### src/hw/rtl/ssdrv_pkg.sv
// ----------------------------------------------------------------------------
// ssdrv_pkg
// Shared types, constants and segment tables for the seven-segment serial
// driver: operation codes, queue entry layout and the digit/symbol lookups.
// ----------------------------------------------------------------------------
package ssdrv_pkg;

    // Display and shift chain geometry
    localparam int NUM_DISPLAYS = 2;
    localparam int SHIFT_BITS   = 32;
    localparam int HALF_BITS    = SHIFT_BITS / 2;
    localparam int CNT_W        = $clog2(SHIFT_BITS);

    // Queue between front and back
    localparam int QUEUE_DEPTH  = 2;
    localparam int QPTR_W       = (QUEUE_DEPTH > 1) ? $clog2(QUEUE_DEPTH) : 1;
    localparam int QCNT_W       = $clog2(QUEUE_DEPTH + 1);

    // Limit register
    localparam logic [7:0] MAX_NUMBER_RESET = 8'd99;

    // Side codes
    localparam logic SIDE_LEFT  = 1'b0;
    localparam logic SIDE_RIGHT = 1'b1;

    // Operation codes; the fourth code is unused and ignored
    typedef enum logic [1:0] {
        OP_NUMBER = 2'd0,
        OP_SYMBOL = 2'd1,
        OP_RAW    = 2'd2
    } op_t;

    // One classified update handed from front to back
    typedef struct packed {
        logic                 load;     // replace a half of the shadow
        logic                 side;     // which half
        logic [HALF_BITS-1:0] pattern;  // new segment bits for that half
    } queue_entry_t;

    // Result of a symbol table search
    typedef struct packed {
        logic       hit;
        logic [7:0] pat;
    } sym_lookup_t;

    // Segment pattern of one decimal digit
    function automatic logic [7:0] digit_pattern(input logic [3:0] digit);
        logic [7:0] pat;
        unique case (digit)
            4'd0:    pat = 8'h21;
            4'd1:    pat = 8'hF9;
            4'd2:    pat = 8'h13;
            4'd3:    pat = 8'h51;
            4'd4:    pat = 8'hC9;
            4'd5:    pat = 8'h45;
            4'd6:    pat = 8'h05;
            4'd7:    pat = 8'hF1;
            4'd8:    pat = 8'h01;
            4'd9:    pat = 8'hC1;
            default: pat = 8'h00;
        endcase
        return pat;
    endfunction

    // Segment pattern of one symbol character, with a hit flag
    function automatic sym_lookup_t symbol_pattern(input logic [7:0] ch);
        sym_lookup_t res;
        res.hit = 1'b1;
        unique case (ch)
            8'h2D:   res.pat = 8'hDF;  // '-'
            8'h20:   res.pat = 8'hFF;  // ' '
            8'h53:   res.pat = 8'h45;  // 'S'
            8'h64:   res.pat = 8'h19;  // 'd'
            8'h45:   res.pat = 8'h07;  // 'E'
            8'h52:   res.pat = 8'h80;  // 'R'
            8'h41:   res.pat = 8'h80;  // 'A'
            8'h46:   res.pat = 8'h87;  // 'F'
            default:
            begin
                res.hit = 1'b0;
                res.pat = 8'h00;
            end
        endcase
        return res;
    endfunction

endpackage

### src/hw/rtl/ssdrv_front.sv
// ----------------------------------------------------------------------------
// ssdrv_front
// Accepts operations, checks them against the limit register and the symbol
// table, builds the 16-bit half pattern and pushes it into the queue.
// ----------------------------------------------------------------------------
module ssdrv_front (
    input  logic                    clk,
    input  logic                    rst_n,
    input  logic                    cfg_wr_en,
    input  logic [7:0]              cfg_wr_data,
    input  logic                    in_valid,
    output logic                    in_ready,
    input  logic [1:0]              opcode,
    input  logic                    side,
    input  logic [7:0]              number,
    input  logic [7:0]              char_first,
    input  logic [7:0]              char_second,
    input  logic [15:0]             raw_pattern,
    output logic                    push_valid,
    input  logic                    push_ready,
    output ssdrv_pkg::queue_entry_t push_entry
);
    import ssdrv_pkg::*;

    logic [7:0]  max_number_reg;
    logic        keep;
    logic [15:0] recip_prod;
    logic [4:0]  tens_full;
    logic [7:0]  tens_times_ten;
    logic [3:0]  tens_digit;
    logic [3:0]  ones_digit;
    logic        side_ok;
    sym_lookup_t sym_hi;
    sym_lookup_t sym_lo;

    // Hold the display limit
    always_ff @(posedge clk or negedge rst_n)
    begin
        if (!rst_n)
            max_number_reg <= MAX_NUMBER_RESET;
        else if (cfg_wr_en)
            max_number_reg <= cfg_wr_data;
    end

    // Split the number into digits: n/10 as (n*205)>>11, exact below 1029
    assign recip_prod     = 16'(number) * 16'd205;
    assign tens_full      = recip_prod[15:11];
    assign tens_times_ten = 8'(tens_full) * 8'd10;
    assign ones_digit     = 4'(number - tens_times_ten);

    // Drop the hundreds digit
    always_comb
    begin
        priority if (tens_full >= 5'd20)
            tens_digit = 4'(tens_full - 5'd20);
        else if (tens_full >= 5'd10)
            tens_digit = 4'(tens_full - 5'd10);
        else
            tens_digit = 4'(tens_full);
    end

    assign side_ok = (32'(side) < NUM_DISPLAYS);
    assign sym_hi  = symbol_pattern(char_first);
    assign sym_lo  = symbol_pattern(char_second);

    // Classify the operation and build the queue entry
    always_comb
    begin
        keep               = 1'b0;
        push_entry.load    = 1'b0;
        push_entry.side    = side;
        push_entry.pattern = raw_pattern;
        unique case (opcode)
            OP_NUMBER:
            begin
                keep               = side_ok && (number <= max_number_reg);
                push_entry.load    = 1'b1;
                push_entry.pattern = {digit_pattern(tens_digit), digit_pattern(ones_digit)};
            end
            OP_SYMBOL:
            begin
                keep               = side_ok && sym_hi.hit && sym_lo.hit;
                push_entry.load    = 1'b1;
                push_entry.pattern = {sym_hi.pat, sym_lo.pat};
            end
            OP_RAW:
            begin
                // Out-of-range side still shifts the unchanged shadow out
                keep               = 1'b1;
                push_entry.load    = side_ok;
            end
            default:
            begin
                keep = 1'b0;
            end
        endcase
    end

    // Take an item whenever the queue has room; dropped items vanish here
    assign in_ready   = push_ready;
    assign push_valid = in_valid && keep;

endmodule

### src/hw/rtl/ssdrv_queue.sv
// ----------------------------------------------------------------------------
// ssdrv_queue
// Short FIFO of classified updates between the front and the shift-out back.
// ----------------------------------------------------------------------------
module ssdrv_queue (
    input  logic                    clk,
    input  logic                    rst_n,
    input  logic                    push_valid,
    output logic                    push_ready,
    input  ssdrv_pkg::queue_entry_t push_entry,
    output logic                    pop_valid,
    input  logic                    pop_ready,
    output ssdrv_pkg::queue_entry_t pop_entry
);
    import ssdrv_pkg::*;

    queue_entry_t      entry_reg [QUEUE_DEPTH];
    logic [QPTR_W-1:0] wr_ptr_reg;
    logic [QPTR_W-1:0] wr_ptr_next;
    logic [QPTR_W-1:0] rd_ptr_reg;
    logic [QPTR_W-1:0] rd_ptr_next;
    logic [QCNT_W-1:0] count_reg;
    logic [QCNT_W-1:0] count_next;
    logic              do_push;
    logic              do_pop;

    assign push_ready = (count_reg != QCNT_W'(QUEUE_DEPTH));
    assign pop_valid  = (count_reg != '0);
    assign pop_entry  = entry_reg[rd_ptr_reg];
    assign do_push    = push_valid && push_ready;
    assign do_pop     = pop_valid && pop_ready;

    // Advance pointers with wrap at the queue depth
    always_comb
    begin
        wr_ptr_next = wr_ptr_reg;
        rd_ptr_next = rd_ptr_reg;
        count_next  = count_reg;
        if (do_push)
            wr_ptr_next = (wr_ptr_reg == QPTR_W'(QUEUE_DEPTH - 1)) ? '0 : wr_ptr_reg + 1'b1;
        if (do_pop)
            rd_ptr_next = (rd_ptr_reg == QPTR_W'(QUEUE_DEPTH - 1)) ? '0 : rd_ptr_reg + 1'b1;
        if (do_push && !do_pop)
            count_next = count_reg + 1'b1;
        else if (do_pop && !do_push)
            count_next = count_reg - 1'b1;
    end

    always_ff @(posedge clk or negedge rst_n)
    begin
        if (!rst_n)
        begin
            wr_ptr_reg <= '0;
            rd_ptr_reg <= '0;
            count_reg  <= '0;
        end
        else
        begin
            wr_ptr_reg <= wr_ptr_next;
            rd_ptr_reg <= rd_ptr_next;
            count_reg  <= count_next;
        end
    end

    // Store the pushed entry
    always_ff @(posedge clk)
    begin
        if (do_push)
            entry_reg[wr_ptr_reg] <= push_entry;
    end

endmodule

### src/hw/rtl/ssdrv_back.sv
// ----------------------------------------------------------------------------
// ssdrv_back
// Applies queued updates to the shadow register and shifts all shadow bits
// out one per output transfer, least significant bit first.
// ----------------------------------------------------------------------------
module ssdrv_back (
    input  logic                    clk,
    input  logic                    rst_n,
    input  logic                    pop_valid,
    output logic                    pop_ready,
    input  ssdrv_pkg::queue_entry_t pop_entry,
    output logic                    out_valid,
    input  logic                    out_ready,
    output logic                    serial_bit,
    output logic                    last_bit
);
    import ssdrv_pkg::*;

    logic [SHIFT_BITS-1:0] shadow_reg;
    logic [SHIFT_BITS-1:0] shadow_next;
    logic [SHIFT_BITS-1:0] shift_reg;
    logic [CNT_W-1:0]      cnt_reg;
    logic                  busy_reg;
    logic                  out_xfer;
    logic                  do_pop;

    assign out_valid  = busy_reg;
    assign serial_bit = shift_reg[0];
    assign last_bit   = busy_reg && (cnt_reg == CNT_W'(SHIFT_BITS - 1));
    assign out_xfer   = out_valid && out_ready;

    // Take the next update when idle or as the final bit leaves
    assign pop_ready  = !busy_reg || (out_xfer && last_bit);
    assign do_pop     = pop_valid && pop_ready;

    // Replace one half of the shadow
    always_comb
    begin
        shadow_next = shadow_reg;
        if (pop_entry.load)
        begin
            if (pop_entry.side == SIDE_RIGHT)
                shadow_next[HALF_BITS-1:0] = pop_entry.pattern;
            else
                shadow_next[SHIFT_BITS-1:HALF_BITS] = pop_entry.pattern;
        end
    end

    // Control and shadow state
    always_ff @(posedge clk or negedge rst_n)
    begin
        if (!rst_n)
        begin
            shadow_reg <= '0;
            busy_reg   <= 1'b0;
            cnt_reg    <= '0;
        end
        else if (do_pop)
        begin
            shadow_reg <= shadow_next;
            busy_reg   <= 1'b1;
            cnt_reg    <= '0;
        end
        else if (out_xfer)
        begin
            if (last_bit)
                busy_reg <= 1'b0;
            cnt_reg <= cnt_reg + 1'b1;
        end
    end

    // Load or advance the shift register
    always_ff @(posedge clk)
    begin
        if (do_pop)
            shift_reg <= shadow_next;
        else if (out_xfer)
            shift_reg <= {1'b0, shift_reg[SHIFT_BITS-1:1]};
    end

endmodule

### src/hw/rtl/seven_segment_serial_driver_unit.sv
// ----------------------------------------------------------------------------
// seven_segment_serial_driver_unit
// Top level: front classifier, update queue and shift-out back end.
// ----------------------------------------------------------------------------
// Each accepted operation that passes its checks produces a run of 32 output
// transfers, shadow bit 0 first, with last_bit marking the 32nd; the shift
// register in the back end moves one bit per cycle while out_ready is high.
// Rejected operations (number above max_number, unknown symbol, unused
// opcode) are taken whenever the queue has room and give no output. The
// front keeps accepting while the two-entry queue has room, so up to two
// updates can wait behind a run in progress. Write max_number only while the
// block is idle.
module seven_segment_serial_driver_unit (
    input  logic        clk,
    input  logic        rst_n,
    input  logic        cfg_wr_en,
    input  logic [7:0]  cfg_wr_data,
    input  logic        in_valid,
    output logic        in_ready,
    input  logic [1:0]  opcode,
    input  logic        side,
    input  logic [7:0]  number,
    input  logic [7:0]  char_first,
    input  logic [7:0]  char_second,
    input  logic [15:0] raw_pattern,
    output logic        out_valid,
    input  logic        out_ready,
    output logic        serial_bit,
    output logic        last_bit
);
    import ssdrv_pkg::*;

    logic         push_valid;
    logic         push_ready;
    queue_entry_t push_entry;
    logic         pop_valid;
    logic         pop_ready;
    queue_entry_t pop_entry;

    // Classify incoming operations
    ssdrv_front u_front (
        .clk         (clk),
        .rst_n       (rst_n),
        .cfg_wr_en   (cfg_wr_en),
        .cfg_wr_data (cfg_wr_data),
        .in_valid    (in_valid),
        .in_ready    (in_ready),
        .opcode      (opcode),
        .side        (side),
        .number      (number),
        .char_first  (char_first),
        .char_second (char_second),
        .raw_pattern (raw_pattern),
        .push_valid  (push_valid),
        .push_ready  (push_ready),
        .push_entry  (push_entry)
    );

    // Buffer updates between the two sides
    ssdrv_queue u_queue (
        .clk        (clk),
        .rst_n      (rst_n),
        .push_valid (push_valid),
        .push_ready (push_ready),
        .push_entry (push_entry),
        .pop_valid  (pop_valid),
        .pop_ready  (pop_ready),
        .pop_entry  (pop_entry)
    );

    // Apply updates and shift the shadow out
    ssdrv_back u_back (
        .clk        (clk),
        .rst_n      (rst_n),
        .pop_valid  (pop_valid),
        .pop_ready  (pop_ready),
        .pop_entry  (pop_entry),
        .out_valid  (out_valid),
        .out_ready  (out_ready),
        .serial_bit (serial_bit),
        .last_bit   (last_bit)
    );

endmodule

### config.mk
export PLATFORM = sky130hd
export DESIGN_NAME = seven_segment_serial_driver_unit
export DESIGN_NICKNAME = d
export VERILOG_FILES = /design/src/hw/rtl/ssdrv_pkg.sv /design/src/hw/rtl/ssdrv_front.sv /design/src/hw/rtl/ssdrv_queue.sv /design/src/hw/rtl/ssdrv_back.sv /design/src/hw/rtl/seven_segment_serial_driver_unit.sv
export SDC_FILE = /design/constraint.sdc
export NUM_CORES = 1
export LEC_CHECK = 0
export BUFFER_PORTS_ARGS = -buffer_cell sky130_fd_sc_hd__buf_2
export CAP_MARGIN = 20
export CORE_ASPECT_RATIO = 0.6
export CORE_UTILIZATION = 30
export DETAILED_ROUTE_END_ITERATION = 10
export PLACE_DENSITY_LB_ADDON = 0.3
export RECOVER_POWER = 25
export SLEW_MARGIN = 20
export SYNTH_ARGS = -nofsm -noshare
export SYNTH_HDL_FRONTEND = slang
export SYNTH_SLANG_ARGS = --single-unit
### constraint.sdc
create_clock -name clk -period 3.7 [get_ports clk]
set_input_delay 0.37 -clock clk [delete_from_list [all_inputs] [get_ports clk]]
set_output_delay 0.37 -clock clk [all_outputs]
set_load 0.01 [all_outputs]
==> results of run 1 <==
==> synthesized netlist by cell type (8+ instances only) <==
library cell / n
nand2b_1: 12
inv_1: 38
nor2b_1: 11
clkbuf_1: 32
nand2_1: 94
xnor2_1: 9
and3_1: 11
nor2_1: 49
fa_1: 11
xor2_1: 8
mux2i_1: 20
edfxtp_1: 68
a21oi_1: 53
dfrtp_1: 46
nand3_1: 10
o21ai_0: 90
ha_1: 65
==> per-layer routing <==
layer | vias to the layer above | share of wire | global-route usage
met3 | 13 | 0.055 | 0.0379
met5 | - | 0 | 0
met2 | 149 | 0.37 | 0.200
met1 | 2800 | 0.57 | 0.268
li1 | 2961 | - | -
met4 | 0 | 0.0051 | 0.0350
==> power by group through the flow <==
stage | Sequential [mW] | Clock (mW) | Combinational [mW]
after floorplan | 1.76 | 0 | 1.98
after global placement | 1.78 | 0 | 3.04
after detailed placement | 1.79 | 0 | 3.06
after CTS | 1.76 | 1.80 | 3.96
after global routing | 1.79 | 1.86 | 4.75
final | 1.76 | 1.77 | 4.39
==> worst min-delay path by stage <==
stage	end	slack, ns	depth (start not counted)
floorplan	u_back.cnt_reg[0]	0.07	0
global placement	u_back.out_valid	0.43	1
detailed placement	u_front.max_number_reg[7]	0.43	1
CTS	u_queue.entry_reg[1][16]	0.13	1
global route	u_queue.entry_reg[1][16]	0.16	1
finish	u_queue.entry_reg[1][16]	0.17	1
==> kinds of logic after synthesis <==
group	after synthesis	share of synthesized area
fa+ha+maj	76	0.140
xor+xnor	19	0.0254
simple gates	227	0.147
flops	118	0.446
compound gates	205	0.169
mux	25	0.0347
buf+inv	74	0.0387
==> area by class of cell <==
type	count	area [µm²]
fillers	2294	14300
multi-input cells	552	4270
flip-flops and latches	118	3300
repair buffers	155	1120
clock buffers	21	470
well taps	322	403
clock inverters	11	173
inverters	41	164
==> timing repair <==
action	4_1_cts	5_1_grt
setup endpoints to repair	32	32
pin swaps	32	21
hold endpoints to repair	22	0
gates resized for setup	59	25
hold buffers	1	0
buffers inserted	8	8
==> layout by cell type (no fill, tap or decap), types with 8 or more instances in the layout <==
cell type	count
a21oi_1	48
and3_1	9
buf_2	50
buf_4	82
buf_6	10
clkbuf_16	17
dfrtp_1	46
edfxtp_1	68
fa_1	10
ha_1	52
ha_4	11
inv_1	36
mux2i_1	19
nand2_1	93
nand2b_1	12
nand3_1	10
nor2_1	47
nor2b_1	9
o21ai_0	84
o21ai_2	8
==> impl_metrics.py, run 1 <==
metrics = {
    "die": {
        "rows": 44,
        "start_util": 0.306,
        "io-pin-count": 60,
        "die_w_um": 205,
        "core_area_um2": 24200,
        "die_h_um": 124,
        "die_area_um2": 25300,
    },
    "power_and_ir_drop": {
        "switching_share": 0.367,
        "p_clk_frac": 0.223,
        "finalPower_mw": 7.93,
        "ir_drop_uv": 632,
        "p_switching_mw": 2.91,
        "p_per_area_nw_per_um2": 801,
        "p_leak_nw": 4.20,
        "power_frac_seq": 0.222,
        "p_comb_frac": 0.554,
        "internal-power_mw": 5.02,
    },
    "route": {
        "post_drt_wl_per_cell_um": 15.8,
        "vias": 5923,
        "drt-total-wl_um": 19300,
        "via_per_inst": 4.85,
        "dr.pass1.iters": 5,
        "drt_iter0_drc": 399,
        "detail-route-antenna-nets": 0,
        "post-route-drc-count": 0,
    },
    "yosys": {
        "yosys.area.top_type_share": 0.276,
        "synthFlopType": "edfxtp_1",
        "netlist_area_um2": 7390,
        "ys_ff_latch": 118,
        "synth_area_leaders": "edfxtp_1 28%, dfrtp_1 16%, ha_1 11%, o21ai_0 6.1%, nand2_1 4.8%",
        "syn_nets": 876,
        "yosys_warnings": 0,
        "synth_cell_types": 72,
        "synth_edf_count": 68,
        "ys_seq_area_frac": 0.446,
        "syn_area_per_cell_um2": 9.94,
        "ys_async_sr_fraction": 0.424,
        "synth_top_area_cell": "edfxtp_1",
        "syn_inst": 744,
    },
    "setup_path": {
        "cp-startpoint": "number[6]",
        "rrSetupSlack_ns": 0.55,
        "critPathKind": "in2reg",
        "slowest_stage": "fa_1",
        "path_delay_family": "adder cells",
        "cp-start-kind": "primary input",
        "crit_path_end_kind": "register",
        "crit_path_max_fanout": 3,
        "rr_worst_depth": 12,
        "cp.required_ns": 3.96,
        "cp_data_arrival_time_ns": 5.30,
        "crit_cells": 24,
        "r2r-start": "u_front.max_number_reg[1]",
        "slowest_delay_ns": 0.51,
        "r2r_end": "u_queue.entry_reg[0][11]",
        "critical_path_buf_inv_count": 7,
        "cp_cell_sequence": "buf_8 -> ha_4 -> fa_1 -> fa_1 -> inv_1 -> fa_1 -> inv_1 -> ha_2 -> a211o_1 -> and2_4 -> buf_4 -> buf_12 -> a221oi_4 -> nand3_2 -> inv_4 -> ha_4 -> nand2_1 -> mux2_4 -> a32oi_2 -> o22a_4 -> clkinv_4 -> ha_4 -> or3_1 -> a31oi_2",
        "crit_end": "u_queue.entry_reg[0][15]",
    },
    "placed_design": {
        "placed_cell_area_um2": 8650,
        "io_buffers": 59,
        "routabilityCongestion": 0.861,
        "dp_cells": 1171,
        "dpl_worst_slack_ns": -1.82,
        "hpwl_um": 14200,
    },
    "flow_run": {
        "timing.max_cap.violations": 1,
    },
    "global_routing": {
        "globalRouteOverflowTotal": 0,
        "grt_first_pass_wirelength_um": 30800,
        "grt_pass1_vias": 5455,
        "antenna_found_initial": 0,
        "grtUsageTotal": 0.161,
        "grt_max_degree": 44,
    },
    "layout": {
        "layoutNonFillerInstCount": 1220,
        "postLayoutCellArea_um2": 9890,
        "final_nets": 1017,
        "syn2layout_area_growth_pct": 33.7,
        "n_antenna_cell": 0,
        "largest_reg_flops": 36,
        "final_util": 0.409,
        "drive_above_1_share": 0.290,
    },
    "clocking": {
        "clock_latency_ns": 0.42,
        "cts_tree": "yes",
        "clk_pin_slew_ns": 0.05,
        "clk_path_buf_depth": 2,
        "cts_num_sinks": 118,
        "h-tree-depth": 4,
        "cts_buffers": 17,
        "root_buffer": "clkbuf_16",
    },
    "timing": {
        "rsz0062_at_grt": "true",
        "skew_ns": 0.00771,
        "fin_ws_ns": -1.34,
        "holdWs_ns": 0.173,
        "setup_viol": 32,
        "final_max_slew_viol_count": 28,
        "tns_ns": -39.21,
        "hold_viol_final": 0,
        "timing.slew.headroom": -0.0271,
        "finalCriticalPeriod_ns": 5.04,
        "max_freq_mhz": 198,
        "period_share": 1.36,
        "worstMarginPinSlew_ns": 1.54,
    },
    "worst_hold_path": {
        "hold_path_startpoint": "side",
        "hold_path.class": "in2reg",
    },
    "run_status": {
        "violations": "max-capacitance violations, max-slew violations, negative setup slack",
        "status": "complete, but fails checks",
    },
}
Power figures use the tool's default switching activity.
==> run 2, diff against run 1 <==
CTS_BUF_LIST = sky130_fd_sc_hd__clkbuf_16   (was default)
MAX_ROUTING_LAYER = met4   (was default)
SLEW_MARGIN = default   (was 20)
==> run 2 against run 1 <==
The flow still finishes with violations (max-capacitance violations, max-slew violations, negative setup slack). Wire length rose by 0.21%. Sequential share of layout area increased by 0.10 points. Hold slack gained 0.0046 ns. Highest routed layer unchanged. Setup slack improved by 0.016 ns. Register-to-register slack got worse by 0.03 ns. Utilization fell by 0.12 points. Final cell count is the same. Clock skew up 0.0011 ns. Critical endpoint unchanged. Clock power down 4%. Critical path type unchanged. Total power down 0.82%. Combinational power hardly changed.
==> impl_metrics.py, run 2 (synthesis results as in run 1) <==
metrics = {
    "run_status": {
        "status": "complete, but fails checks",
        "violations": "max-capacitance violations, max-slew violations, negative setup slack",
    },
    "layout": {
        "n_antenna_cell": 0,
        "nFillCells": 2298,
        "final_common_cell": "nand2_1",
        "final_nets": 1017,
        "layoutNonFillerInstCount": 1220,
        "final_cell_mix": "93 x nand2_1, 84 x o21ai_0, 82 x buf_4, 68 x edfxtp_1, 52 x ha_1",
        "largest_reg_flops": 36,
        "multiInputGateArea_um2": 4270,
        "syn2layout_area_growth_pct": 33.3,
        "final_util": 0.408,
        "seq_area_um2": 3300,
        "drive_above_1_share": 0.286,
    },
    "placed_design": {
        "dp_cells": 1171,
        "hpwl_um": 14200,
        "routabilityCongestion": 0.874,
        "io_buffers": 59,
    },
    "route": {
        "post-route-drc-count": 0,
        "dr.pass1.iters": 5,
        "drt-total-wl_um": 19400,
        "wl_met1_um": 11200,
        "wl_met3_um": 999,
        "via_per_inst": 4.86,
        "routed.top_layer": "met4",
        "vias": 5924,
        "met2_length_um": 7080,
        "detail-route-antenna-nets": 0,
        "post_drt_wl_per_cell_um": 15.9,
        "drt_iter0_drc": 370,
    },
    "setup_path": {
        "cp.required_ns": 3.96,
        "slowest_stage": "fa_1",
        "crit_path_end_kind": "register",
        "cp-start-kind": "primary input",
        "crit_path_max_fanout": 3,
        "critPathKind": "in2reg",
        "cp_cell_sequence": "buf_8 -> ha_4 -> fa_1 -> fa_1 -> inv_1 -> fa_1 -> inv_1 -> ha_2 -> a211o_1 -> and2_4 -> buf_4 -> buf_12 -> a221oi_4 -> nand3_2 -> inv_4 -> ha_4 -> nand2_1 -> mux2_4 -> a32oi_2 -> o22a_4 -> clkinv_4 -> ha_4 -> or3_1 -> a31oi_2",
        "slowest_delay_ns": 0.51,
        "cp_data_arrival_time_ns": 5.28,
    },
    "clocking": {
        "cts_num_sinks": 118,
        "clock_latency_ns": 0.42,
        "root_buffer": "clkbuf_16",
        "cts_tree": "yes",
        "clk_pin_slew_ns": 0.06,
        "cts_buffers": 17,
        "clk_path_buf_depth": 2,
        "h-tree-depth": 4,
    },
    "timing": {
        "setup_viol": 32,
        "tns_ns": -38.95,
        "fin_ws_ns": -1.32,
        "finalCriticalPeriod_ns": 5.02,
        "max_freq_mhz": 199,
        "hold_viol_final": 0,
        "timing.slew.headroom": -0.00679,
        "final_max_slew_viol_count": 28,
        "worstMarginPinSlew_ns": 1.51,
        "period_share": 1.36,
        "rsz0062_at_grt": "true",
        "skew_ns": 0.00885,
    },
    "power_and_ir_drop": {
        "internal-power_mw": 4.96,
        "p_clk_frac": 0.217,
        "p_leak_nw": 4.19,
        "power_frac_seq": 0.224,
        "switching_share": 0.370,
        "p_switching_mw": 2.91,
        "p_comb_frac": 0.559,
        "ir_drop_uv": 631,
        "p_per_area_nw_per_um2": 797,
    },
    "global_routing": {
        "grt_max_degree": 44,
        "grt_pass1_vias": 5473,
        "grt_first_pass_wirelength_um": 30800,
        "antenna_found_initial": 0,
        "grtUsageTotal": 0.166,
        "globalRouteOverflowTotal": 0,
    },
    "die": {
        "die_area_um2": 25300,
        "rows": 44,
        "core_area_um2": 24200,
        "die_w_um": 205,
        "io-pin-count": 60,
        "start_util": 0.306,
        "die_h_um": 124,
    },
    "worst_hold_path": {
        "hold_path.class": "in2reg",
    },
    "flow_run": {
        "timing.max_cap.violations": 1,
    },
}
==> run 2: cell types whose count changed in the layout (fill, tap and decap cells not counted), sizes merged <==
| cell | delta |
|---|---|
| clkbuf | -4 |
| clkinv | +3 |
| inv | +1 |
==> run 2: routing by layer <==
metal,GRT usage,up-vias
met5,-,-
met3,0.0340,18
met2,0.201,142
met4,0.0350,0
met1,0.269,2798
li1,-,2966
==> run 2: power by group through the flow <==
stage	Clock [mW]	Combinational, mW	Sequential [mW]
after floorplan	0	1.98	1.76
after global placement	0	3.04	1.78
after detailed placement	0	3.06	1.79
after CTS	1.73	3.96	1.76
after global routing	1.79	4.75	1.79
final	1.70	4.39	1.76
==> run 2: layout make-up <==
cell class,instances,area share
clock buffer,17,0.0431
sequential,118,0.335
tap,322,0.0409
multi-input combinational,552,0.433
timing repair buffer,155,0.113
inverter,41,0.0166
clock inverter,15,0.0190
==> run 2: critical path, delay by kind of cell <==
family / cells / cell delay [ns]
and+or+nand+nor: 4 / 0.66
AOI/OAI and AO/OA: 5 / 1.13
muxes: 1 / 0.29
adders and majority gates: 7 / 2.21
buffers and inverters: 7 / 0.60
==> run 2: worst paths after layout <==
path                                      startpoint                   endpoint  slack [ns]  cells after the start
max reg2reg                u_front.max_number_reg[1]   u_queue.entry_reg[0][11]        0.52                     12
max in group asynchronous                      rst_n      u_back.shadow_reg[31]        0.86                      3
max                                        number[6]   u_queue.entry_reg[0][15]       -1.32                     24
min reg2reg                       u_queue.wr_ptr_reg         u_queue.wr_ptr_reg        0.48                      1
min                                   cfg_wr_data[1]  u_front.max_number_reg[1]        0.18                      3
min in group asynchronous                      rst_n          u_back.cnt_reg[1]        0.85                      2
==> run 2: timing repair <==
item / in CTS / in global routing
endpoints found under the hold margin: 22 / 0
pin swaps: 32 / 21
resized for setup: 59 / 25
setup buffers: 8 / 8
endpoints found under the setup margin: 32 / 32
hold buffers: 1 / 0
==> run 2: metrics by stage <==
| stage | hold slack [ns] | setup slack, ns | instance area, µm² | power [mW] |
|---|---|---|---|---|
| after floorplan | 0.0744 | -1.62 | 7460 | 3.74 |
| after global placement | 0.429 | -1.71 | 8650 | 4.83 |
| after detailed placement | 0.426 | -1.82 | 8650 | 4.84 |
| after CTS | 0.135 | -1.31 | 9660 | 7.46 |
| after global routing | 0.157 | -1.51 | 9860 | 8.33 |
| final | 0.178 | -1.32 | 9860 | 7.86 |
==> run 3, diff against run 2 <==
SYNTH_HIERARCHICAL = 1   (was default)
clock period = 5.06 ns   (was 3.7 ns; I/O delays follow)
==> run 3 against run 2 <==
The flow finishes with violations (max-capacitance violations, max-slew violations). Global-route usage fell by 1.1 points. Count of clock-buffer cells in the layout did not move. Clock skew fell by 0.0024 ns. Flip-flop and latch count did not move. Synthesized cell count fell by 4.6%.
==> impl_metrics.py, run 3 <==
metrics = {
    "power_and_ir_drop": {
        "ir_drop_uv": 215,
        "internal-power_mw": 3.13,
        "p_switching_mw": 1.89,
        "p_clk_frac": 0.232,
        "p_per_area_nw_per_um2": 503,
        "switching_share": 0.377,
        "power_frac_seq": 0.254,
        "p_comb_frac": 0.513,
        "p_leak_nw": 4.47,
    },
    "yosys": {
        "syn_inst": 710,
        "yosys_warnings": 6,
        "yosys.area.top_type_share": 0.253,
        "synthFlopType": "edfxtp_1",
        "syn_nets": 843,
        "syn_area_per_cell_um2": 11.4,
        "synth_top_area_cell": "edfxtp_1",
        "synth_cell_types": 84,
        "synth_edf_count": 68,
        "synth_common_cells": "68 x edfxtp_1, 68 x ha_1, 64 x a21oi_1",
        "ys_async_sr_fraction": 0.424,
        "synth_area_leaders": "edfxtp_1 25%, dfrtp_1 14%, ha_1 11%, mux2_4 5.6%, mux2i_1 4.5%",
        "ys_seq_area_frac": 0.408,
        "netlist_area_um2": 8090,
        "ys_ff_latch": 118,
    },
    "timing": {
        "max_freq_mhz": 205,
        "hold_viol_final": 0,
        "final_max_slew_viol_count": 51,
        "skew_ns": 0.00641,
        "holdWs_ns": 0.310,
        "worstMarginPinSlew_ns": 2.89,
        "timing.slew.headroom": -0.928,
        "tns_ns": 0,
        "finalCriticalPeriod_ns": 4.88,
        "setup_viol": 0,
        "period_share": 0.965,
    },
    "route": {
        "via_per_inst": 4.93,
        "vias": 5899,
        "dr.pass1.iters": 5,
        "post_drt_wl_per_cell_um": 17.0,
        "post-route-drc-count": 0,
        "drt-total-wl_um": 20300,
        "detail-route-antenna-nets": 0,
        "drt_iter0_drc": 340,
    },
    "layout": {
        "n_antenna_cell": 0,
        "nFillCells": 2611,
        "largest_reg_flops": 36,
        "syn2layout_area_growth_pct": 23.4,
        "final_cell_mix": "69 x buf_4, 68 x edfxtp_1, 61 x a21oi_1, 58 x ha_1, 56 x buf_2",
        "final_util": 0.378,
        "drive_above_1_share": 0.340,
        "multiInputGateArea_um2": 4680,
        "postLayoutCellArea_um2": 9980,
        "final_nets": 957,
        "seq_area_um2": 3300,
        "final_common_cell": "buf_4",
    },
    "setup_path": {
        "critical_path_buf_inv_count": 4,
        "slowest_delay_ns": 0.50,
        "path_delay_family": "adder cells",
        "cp_data_arrival_time_ns": 5.10,
        "cp_cell_sequence": "buf_2 -> buf_4 -> ha_1 -> ha_1 -> ha_1 -> fa_1 -> ha_1 -> a21o_1 -> a221oi_2 -> buf_4 -> o21ai_2 -> xnor2_2 -> xnor2_1 -> ha_2 -> buf_4 -> nor2b_1 -> nor3_2 -> a22o_1 -> nand2_4 -> o41ai_4",
        "cp_common_cell": "ha_1",
        "crit_path_max_fanout": 7,
        "critPathKind": "in2reg",
        "cp.required_ns": 5.28,
        "crit_path_end_kind": "register",
        "cp-start-kind": "primary input",
        "slowest_stage": "fa_1",
    },
    "global_routing": {
        "grt_first_pass_wirelength_um": 32400,
        "grt_max_degree": 51,
        "globalRouteOverflowTotal": 0,
        "grtUsageTotal": 0.155,
        "grt_pass1_vias": 5598,
        "antenna_found_initial": 0,
    },
    "clocking": {
        "clk_path_buf_depth": 2,
        "clk_pin_slew_ns": 0.06,
        "hold_buffers": 0,
        "cts_tree": "yes",
        "clock_latency_ns": 0.41,
        "cts_buffers": 17,
        "root_buffer": "clkbuf_16",
        "cts_num_sinks": 118,
        "h-tree-depth": 4,
    },
    "worst_hold_path": {
        "hold_path.class": "in2reg",
    },
    "placed_design": {
        "placed_cell_area_um2": 9110,
        "routabilityCongestion": 0.864,
        "io_buffers": 59,
        "hpwl_um": 15100,
    },
    "run_status": {
        "status": "complete, but fails checks",
        "violations": "max-capacitance violations, max-slew violations",
    },
    "die": {
        "io-pin-count": 60,
        "start_util": 0.306,
        "die_w_um": 214,
        "rows": 46,
        "core_area_um2": 26400,
        "die_area_um2": 27600,
        "die_h_um": 129,
    },
    "flow_run": {
        "timing.max_cap.violations": 1,
    },
}
-- run 3: cell types whose count changed in the layout (fill, tap and decap cells not counted), moves of 7 or more --
cell / before / now
a21oi_1: 48 / 61
a21oi_2: 4 / 23
buf_4: 82 / 69
buf_6: 10 / 0
mux2_2: 3 / 22
mux2_4: 2 / 30
mux2i_1: 19 / 36
nand2_1: 93 / 39
nor2_1: 47 / 28
o21ai_0: 84 / 22
o21ai_2: 8 / 1
-- run 3: metrics by stage --
stage | worst slack, ns | power (mW) | cells
4_1_cts | 0.0378 | 4.77 | 1192
2_1_floorplan | -0.00377 | 2.83 | 710
5_1_grt | -0.0537 | 5.35 | 1196
3_3_place_gp | -0.259 | 3.56 | 1161
3_5_place_dp | -0.381 | 3.58 | 1161
6_report | 0.178 | 5.02 | 1196
-- run 3: power by group through the flow --
stage | Sequential, mW | Clock, mW | Combinational [mW]
2_1_floorplan | 1.26 | 0 | 1.57
3_3_place_gp | 1.29 | 0 | 2.27
3_5_place_dp | 1.29 | 0 | 2.28
4_1_cts | 1.27 | 1.20 | 2.30
5_1_grt | 1.29 | 1.24 | 2.81
6_report | 1.28 | 1.17 | 2.58
-- run 3: kinds of logic (layout without fill, tap and decap cells) --
| group | Yosys count | after routing | share of synthesized area |
|---|---|---|---|
| compound gates | 184 | 184 | 0.160 |
| xor+xnor | 19 | 19 | 0.0248 |
| fa+ha+maj | 77 | 77 | 0.128 |
| buf+inv | 71 | 197 | 0.0453 |
| flops | 118 | 118 | 0.408 |
| mux | 89 | 89 | 0.133 |
| simple gates | 152 | 152 | 0.102 |
-- run 3: worst paths after layout --
check | startpoint | endpoint | slack (ns) | cells after the start
max reg2reg | u_front/max_number_reg[1] | u_queue/entry_reg[1][9] | 1.85 | 11
min in group asynchronous | rst_n | u_back/shadow_reg[2] | 1.12 | 2
min reg2reg | u_queue/count_reg[1] | u_queue/count_reg[1] | 0.49 | 1
max in group asynchronous | rst_n | u_queue/wr_ptr_reg | 2.29 | 2
max | number[2] | u_queue/entry_reg[1][7] | 0.18 | 20
min | cfg_wr_data[2] | u_front/max_number_reg[2] | 0.31 | 3
-- run 3: repair_timing --
item	CTS	global route
resized for setup	0	37
setup buffers	0	3
setup endpoints to repair	0	26
-- run 3: layout make-up --
cell class	instances	share of cell area
clock buffers	17	0.0426
well taps	360	0.0452
multi-input cells	521	0.469
repair buffers	129	0.0839
flip-flops and latches	118	0.331
clock inverters	14	0.0143
inverters	37	0.0139
-- run 3: tightest hold or removal path, cell delays in order --
cell and delay, ns:
buf_2 0.08, nand2_1 0.04, o21ai_0 0.05
-- run 3: metal layers --
metal / up-vias / wire (µm) / global-route usage
met2: 133 / 7490 / 0.191
met5: - / 0 / -
li1: 2871 / - / -
met1: 2877 / 11800 / 0.251
met3: 18 / 866 / 0.0305
met4: 0 / 136 / 0.0288
